--- config.mk ---
export PLATFORM = sky130hd
export DESIGN_NAME = dcms_sqrt
export DESIGN_NICKNAME = d
export VERILOG_FILES = /design/src/rtl/core/dcms_pkg.sv /design/src/rtl/core/dcms_sqrt.sv
export SDC_FILE = /design/constraint.sdc
export NUM_CORES = 1
export LEC_CHECK = 0
export BUFFER_PORTS_ARGS = -buffer_cell sky130_fd_sc_hd__buf_2
export CORE_ASPECT_RATIO = 2
export CORE_MARGIN = 2
export CORE_UTILIZATION = 59
export DETAILED_ROUTE_END_ITERATION = 10
export PLACE_DENSITY = 0.9
export SYNTH_ARGS = -nofsm -noshare
export SYNTH_HDL_FRONTEND = slang
export SYNTH_SLANG_ARGS = --single-unit
--- constraint.sdc ---
create_clock -name clk -period 3.2 [get_ports clk]
set_clock_uncertainty 0.1 [all_clocks]
set_input_delay 0.16 -clock clk [delete_from_list [all_inputs] [get_ports clk]]
set_output_delay 0.16 -clock clk [all_outputs]
set_load 0.05 [all_outputs]
--- src/rtl/core/dcms_pkg.sv ---
`timescale 1ns / 1ps

package dcms_pkg;

  localparam int PHASE_W      = 32;
  localparam int SUM_W        = 34;
  localparam int PEAK_W       = 64;
  localparam int MAG_W        = 32;
  localparam int FREQ_IDX_W   = 7;
  localparam int BASE_STEP_W  = 31;
  localparam int NUM_FREQS_W  = 7;
  localparam int CFG_INDEX_W  = 1;
  localparam int CFG_DATA_W   = 32;

  localparam logic [CFG_INDEX_W-1:0] REG_BASE_STEP = 1'd0;
  localparam logic [CFG_INDEX_W-1:0] REG_NUM_FREQS = 1'd1;

  localparam logic [BASE_STEP_W-1:0] BASE_STEP_RESET = 31'd33038210;
  localparam logic [NUM_FREQS_W-1:0] NUM_FREQS_RESET = 7'd64;

  // pi/2 in Q30, used to build the quarter-wave sine ROM.
  localparam longint unsigned HALF_PI_Q30 = 64'd1686629713;

  localparam logic signed [SUM_W+1:0] SUM_HI = 36'sh1_FFFF_FFFF;
  localparam logic signed [SUM_W+1:0] SUM_LO = -36'sh2_0000_0000;

  function automatic logic signed [SUM_W-1:0] sat_sum(input logic signed [SUM_W+1:0] v);
    logic signed [SUM_W-1:0] res;
    if (v > SUM_HI) begin
      res = {1'b0, {(SUM_W-1){1'b1}}};
    end else if (v < SUM_LO) begin
      res = {1'b1, {(SUM_W-1){1'b0}}};
    end else begin
      res = v[SUM_W-1:0];
    end
    return res;
  endfunction

endpackage

--- src/rtl/core/dcms_sqrt.sv ---
`timescale 1ns / 1ps

module dcms_sqrt (
  input  logic                         clk,
  input  logic                         rst_n,
  input  logic                         start,
  input  logic [dcms_pkg::PEAK_W-1:0]  radicand,
  output logic                         done,
  output logic [dcms_pkg::MAG_W-1:0]   root_out
);
  import dcms_pkg::*;

  localparam int REM_W = MAG_W + 3;
  localparam int CNT_W = $clog2(MAG_W);

  logic [PEAK_W-1:0] rad_r;
  logic [REM_W-1:0]  rem_r;
  logic [MAG_W-1:0]  root_r;
  logic [CNT_W-1:0]  cnt_r;
  logic              busy_r;
  logic              done_r;

  logic [REM_W-1:0]  rem_shift;
  logic [REM_W-1:0]  trial;
  logic              fits;

  // Two radicand bits enter per cycle; one root bit is decided per cycle.
  assign rem_shift = {rem_r[REM_W-3:0], rad_r[PEAK_W-1 -: 2]};
  assign trial     = {1'b0, root_r, 2'b01};
  assign fits      = (rem_shift >= trial);

  always_ff @(posedge clk) begin
    if (!rst_n) begin
      busy_r <= 1'b0;
      done_r <= 1'b0;
      cnt_r  <= '0;
    end else begin
      done_r <= 1'b0;
      if (start) begin
        busy_r <= 1'b1;
        cnt_r  <= CNT_W'(MAG_W - 1);
      end else if (busy_r) begin
        cnt_r <= cnt_r - CNT_W'(1);
        if (cnt_r == '0) begin
          busy_r <= 1'b0;
          done_r <= 1'b1;
        end
      end
    end
  end

  always_ff @(posedge clk) begin
    if (start) begin
      rad_r  <= radicand;
      rem_r  <= '0;
      root_r <= '0;
    end else if (busy_r) begin
      rad_r  <= {rad_r[PEAK_W-3:0], 2'b00};
      rem_r  <= fits ? (rem_shift - trial) : rem_shift;
      root_r <= {root_r[MAG_W-2:0], fits};
    end
  end

  // Round to nearest with halves up: the remainder exceeds the root exactly
  // when the value is at or beyond the midpoint to the next integer.
  always_comb begin
    root_out = root_r;
    if (rem_r > {3'b000, root_r} && !(&root_r)) begin
      root_out = root_r + MAG_W'(1);
    end
  end

  assign done = done_r;

endmodule
==> flow_summary_export.csv, run 1 <==
group,metric,value,unit
status,lastStage,"5_1_grt",
clock_tree,cts_root_buf,"clkbuf_16",
synth,ys_ff_latch,138,
synth,synth_area_leaders,"edfxtp_1 22%, dfxtp_1 17%, mux2_2 8.1%, mux2i_1 5.8%, ha_1 5.5%",
clock_tree,clock_path_buffers,2,
global_route,grt_first_pass_wirelength,92.65,mm
place,gp_congestion,1.029,
floorplanning,rows,62,
synth,synth_top_area_cell,"edfxtp_1",
floorplanning,dieWidth,89.31,µm
synth,yosys-top-cells-count,"101 x nor2_1, 74 x dfxtp_1, 64 x edfxtp_1, 64 x nand2_1, 62 x mux2_2",
clock_tree,cts_sinks,138,
synth,yosys_warnings,0,
synth,synth_nets,991,
synth,avgSynthCellArea,9.693,µm²
synth,synth-edff-count,64,
clock_tree,cts-htree-levels,4,
place,place_hpwl,20.23,mm
status,stop_error,"[ERROR GRT-0116] Global routing finished with congestion. Check the congestion regions in the DRC Viewer.",
synth,postSynthCellCount,886,
place,portBuffers,99,
synth,synthesis.area,8588,µm²
global_route,grt_overflow,515,
synth,ys_seq_area_share,39.63,%
synth,yosysMostFrequentCell,"nor2_1",
global_route,gr-usage-all-layers,79.55,%
synth,synth_ff_type,"dfxtp_1",
synth,yosysTopAreaCellShare,22.38,%
synth,synth-async-reset-ratio,0,%
status,outcome,"did not finish",
floorplanning,ios,100,
floorplanning,die_h,174.6,µm
global_route,grt_max_degree,64,
floorplanning,initial_core_util,60.17,%
synth,ys_types,74,
clock_tree,cts-buffers-inserted,17,
global_route,grt_pass1_vias,12883,
==> routing by layer <==
layer	GRT overflow	track usage [%]
met5	2	22.73
met4	159	81.72
met3	10	63.58
met2	341	97.99
met1	3	75.48
==> stage by stage <==
stage / instances / hold WS, ns / area (µm²) / setup TNS [ns] / setup slack, ns
4_1_cts: 1399 / 0.1315 / 12600 / -3.316 / -0.2180
3_5_place_dp: 1278 / 0.3630 / 10400 / -0.9912 / -0.1769
3_3_place_gp: 1278 / 0.3415 / 10400 / -0.7142 / -0.1835
2_1_floorplan: 886 / 0.2576 / 8768 / -0.3373 / -0.1734
==> cells by family after synthesis <==
logic type	synth area share, %
AO/OA/AOI/OAI	14.22
XOR/XNOR	6.731
adder cells (fa/ha/maj)	5.536
buffers and inverters	4.341
flip-flops	39.63
multiplexers	13.96
AND/OR/NAND/NOR	15.59
==> timing repair <==
action                     CTS
pin swaps                   19
setup endpoints to repair   43
hold buffers                65
hold endpoints to repair    68
setup buffers               24
resized for setup          172
==> inputs of run 2 (changes only) <==
- CORE_ASPECT_RATIO: 2 -> default
- CORE_UTILIZATION: 59 -> 40
- PLACE_DENSITY: 0.9 -> default
- PLACE_DENSITY_LB_ADDON: default -> 0.15
==> flow_summary_export.csv, run 2 <==
group,metric,value,unit
place,place_area,10380,µm²
worst_setup_path,rr_endpoint,"rem_r[33]",
floorplanning,dieWidth,150.5,µm
synth,synthAdderAreaFrac,5.536,%
worst_setup_path,reg2reg_depth,13,
route,wl_per_cell,17.70,µm
route,routed_wl,25.73,mm
worst_setup_path,crit_chain,"inv_2 > ha_4 > nand4_1 > nor4_4 > and4_1 > a21oi_2 > o21a_2 > o21ai_4 > buf_6 > nor3_4 > xnor2_2 > buf_6",
synth,synth_ff_type,"dfxtp_1",
layout,nNetsFinal,1271,
global_route,grt_max_degree,56,
synth,synth_top_area_cell,"edfxtp_1",
layout,reg_top3,"rad_r (64), rem_r (35), root_r (32)",
synth,ys_types,74,
global_route,grt_overflow,0,
clock_tree,clk_latency,0.43,ns
synth,yosysMostFrequentCell,"nor2_1",
layout,mostFrequentLayoutCells,"128 x buf_4, 96 x nor2_1, 72 x buf_2",
timing,drv_slew,0,
route,vias,7772,
worst_setup_path,cpPeakStageDelay,0.36,ns
global_route,grt_antenna_before_repair,0,
status,outcome,"finished with violations",
worst_setup_path,endpoint_kind,"primary output",
layout,syn_to_final_growth,47.65,%
worst_setup_path,r2r_slack,0.14,ns
synth,synth-edff-count,64,
timing,timing.final.ws_setup,-0.1107,ns
timing,hold_slack,0.1557,ns
clock_tree,cts_root_buf,"clkbuf_16",
worst_setup_path,startpoint_type,"register",
route,antenna_left,0,
global_route,gr-usage-all-layers,22.95,%
route,dr.pass1.iters,7,
worst_setup_path,rr_startpoint,"rem_r[6]",
synth,synth_nets,991,
worst_setup_path,cp_max_fo,4,
floorplanning,die-area,22660,µm²
worst_setup_path,path_common_cell,"buf_6",
worst_setup_path,worstPathRequired,2.94,ns
route,routed_via_density,5.345,
synth,postSynthCellCount,886,
synth,synth_compound_area_share,14.22,%
clock_tree,cts-htree-levels,4,
floorplanning,core,21020,µm²
route,drt-initial-drc-count,415,
worst_setup_path,criticalPathCategory,"register to primary output",
worst_hold_path,hold_class,"input pin to register",
worst_setup_path,cp_data_arrival_time,3.05,ns
synth,yosys-top-cells-count,"101 x nor2_1, 74 x dfxtp_1, 64 x edfxtp_1, 64 x nand2_1, 62 x mux2_2",
pwr,power_leakage,5.237,nW
timing,fmax,0.3021,GHz
place,gp_congestion,0.9140,
clock_tree,path_clk_slew,0.07,ns
layout,drive_above_1_share,41.48,%
synth,yosysTopAreaCellShare,22.38,%
layout,largest-register,"rad_r",
clock_tree,clock_path_buffers,2,
synth,yosys_warnings,0,
layout,n_antenna_cell,0,
synth,yosys.area_share.simple,15.59,%
layout,post-route-util,60.32,%
synth,avgSynthCellArea,9.693,µm²
global_route,grt_first_pass_wirelength,40.37,mm
synth,synth_xor_xnor_area_share,6.731,%
worst_setup_path,cp-endpoint,"root_out[18]",
layout,largest_reg_flops,64,
global_route,grt_pass1_vias,7749,
run,maxCapViolations,0,
floorplanning,die_h,150.5,µm
layout,final_common_cell,"buf_4",
status,failed_checks,"setup timing",
pwr,power.density,891.9,nW/µm²
timing,worst_pin_slew,0.7025,ns
timing,rsz0062_at_grt,"true",
timing,fin_crit,3.311,ns
layout,final_area,12680,µm²
synth,ys_seq_area_share,39.63,%
synth,synth_area_leaders,"edfxtp_1 22%, dfxtp_1 17%, mux2_2 8.1%, mux2i_1 5.8%, ha_1 5.5%",
worst_hold_path,min_from,"start",
worst_setup_path,critPathLaunch,"root_r[23]",
timing,slew_headroom,53.17,%
place,portBuffers,99,
synth,ys_ff_latch,138,
timing,hold_violations,0,
floorplanning,ios,100,
timing,finalCritPeriodShare,103.5,%
synth,synthesis.area,8588,µm²
pwr,peakVddDrop,0.5859,mV
timing,final-setup-viol-count,18,
synth,synth_mux_area_share,13.96,%
route,drc,0,
floorplanning,rows,53,
place,place_hpwl,17.66,mm
synth,synth-async-reset-ratio,0,%
worst_setup_path,critical-path-slowest-cell,"dfxtp_2",
clock_tree,cts_tree,"done",
floorplanning,initial_core_util,40.85,%
clock_tree,cts-buffers-inserted,17,
synth,synth_top_family_by_area,"simple AND/OR/NAND/NOR gates",
clock_tree,cts_sinks,138,
==> run 2: timing repair <==
| item | CTS | global route |
|---|---|---|
| gates resized for setup | 148 | 54 |
| setup endpoints to repair | 32 | 34 |
| setup buffers | 11 | 10 |
| endpoints found under the hold margin | 70 | 0 |
| gates cloned | 1 | 0 |
| hold buffers | 65 | 0 |
| pin swaps | 35 | 33 |
==> run 2: critical path: cells and delay by family (launching register included) <==
kind,cells,cell delay [ns]
simple gates,4,0.84
buf+inv,3,0.45
compound gates,3,0.42
flops,1,0.36
fa+ha+maj,1,0.28
xor+xnor,1,0.26
==> run 2: through the flow <==
stage	setup TNS (ns)	worst slack, ns	std cells	total power (W)
2_1_floorplan	-0.3373	-0.1734	886	0.006425
3_3_place_gp	-0.2889	-0.05060	1343	0.008347
3_5_place_dp	-0.07722	-0.02223	1343	0.008329
4_1_cts	-1.752	-0.1427	1448	0.01102
5_1_grt	-3.361	-0.1566	1454	0.01200
6_report	-0.7525	-0.1107	1454	0.01131
==> run 2: report_power, final <==
group | total [W] | switching (W) | internal (W)
registers | 0.00231 | 0.000209 | 0.00210
clock network | 0.00197 | 0.000927 | 0.00105
logic | 0.00702 | 0.00369 | 0.00334
total | 0.0113 | 0.00482 | 0.00649
==> run 2: layout make-up <==
type | count | area [µm²]
fillers | 1710 | 8341
well taps | 275 | 344.1
clock buffers | 18 | 429.2
multi-input cells | 661 | 5747
clock inverters | 14 | 150.1
repair buffers | 301 | 2404
flip-flops and latches | 138 | 3431
inverters | 47 | 176.4
==> run 2: worst min-delay path by stage <==
| stage | to | cells after the start |
|---|---|---|
| global route | root_r[30] | 2 |
| floorplan | busy_r | 2 |
| finish | root_r[27] | 2 |
| detailed placement | rad_r[0] | 2 |
| global placement | rad_r[0] | 2 |
| CTS | root_r[27] | 2 |
==> run 2: cell families (layout without fill, tap and decap cells) <==
kind of cell | after synthesis | after routing
and+or+nand+nor | 274 | 274
AOI/OAI and AO/OA | 171 | 171
adders and majority gates | 38 | 38
xor gates and xnor gates | 66 | 66
buffers and inverters | 87 | 380
muxes | 112 | 112
DFF | 138 | 138
==> run 2: routing by layer <==
layer	up-vias	wire, µm	global-route usage [%]
li1	3784	-	-
met1	3749	11490	29.81
met2	205	12500	38.18
met3	34	1204	4.364
met4	0	539	7.972
met5	-	0	0
Note: power is estimated with default switching activity, not from simulation.
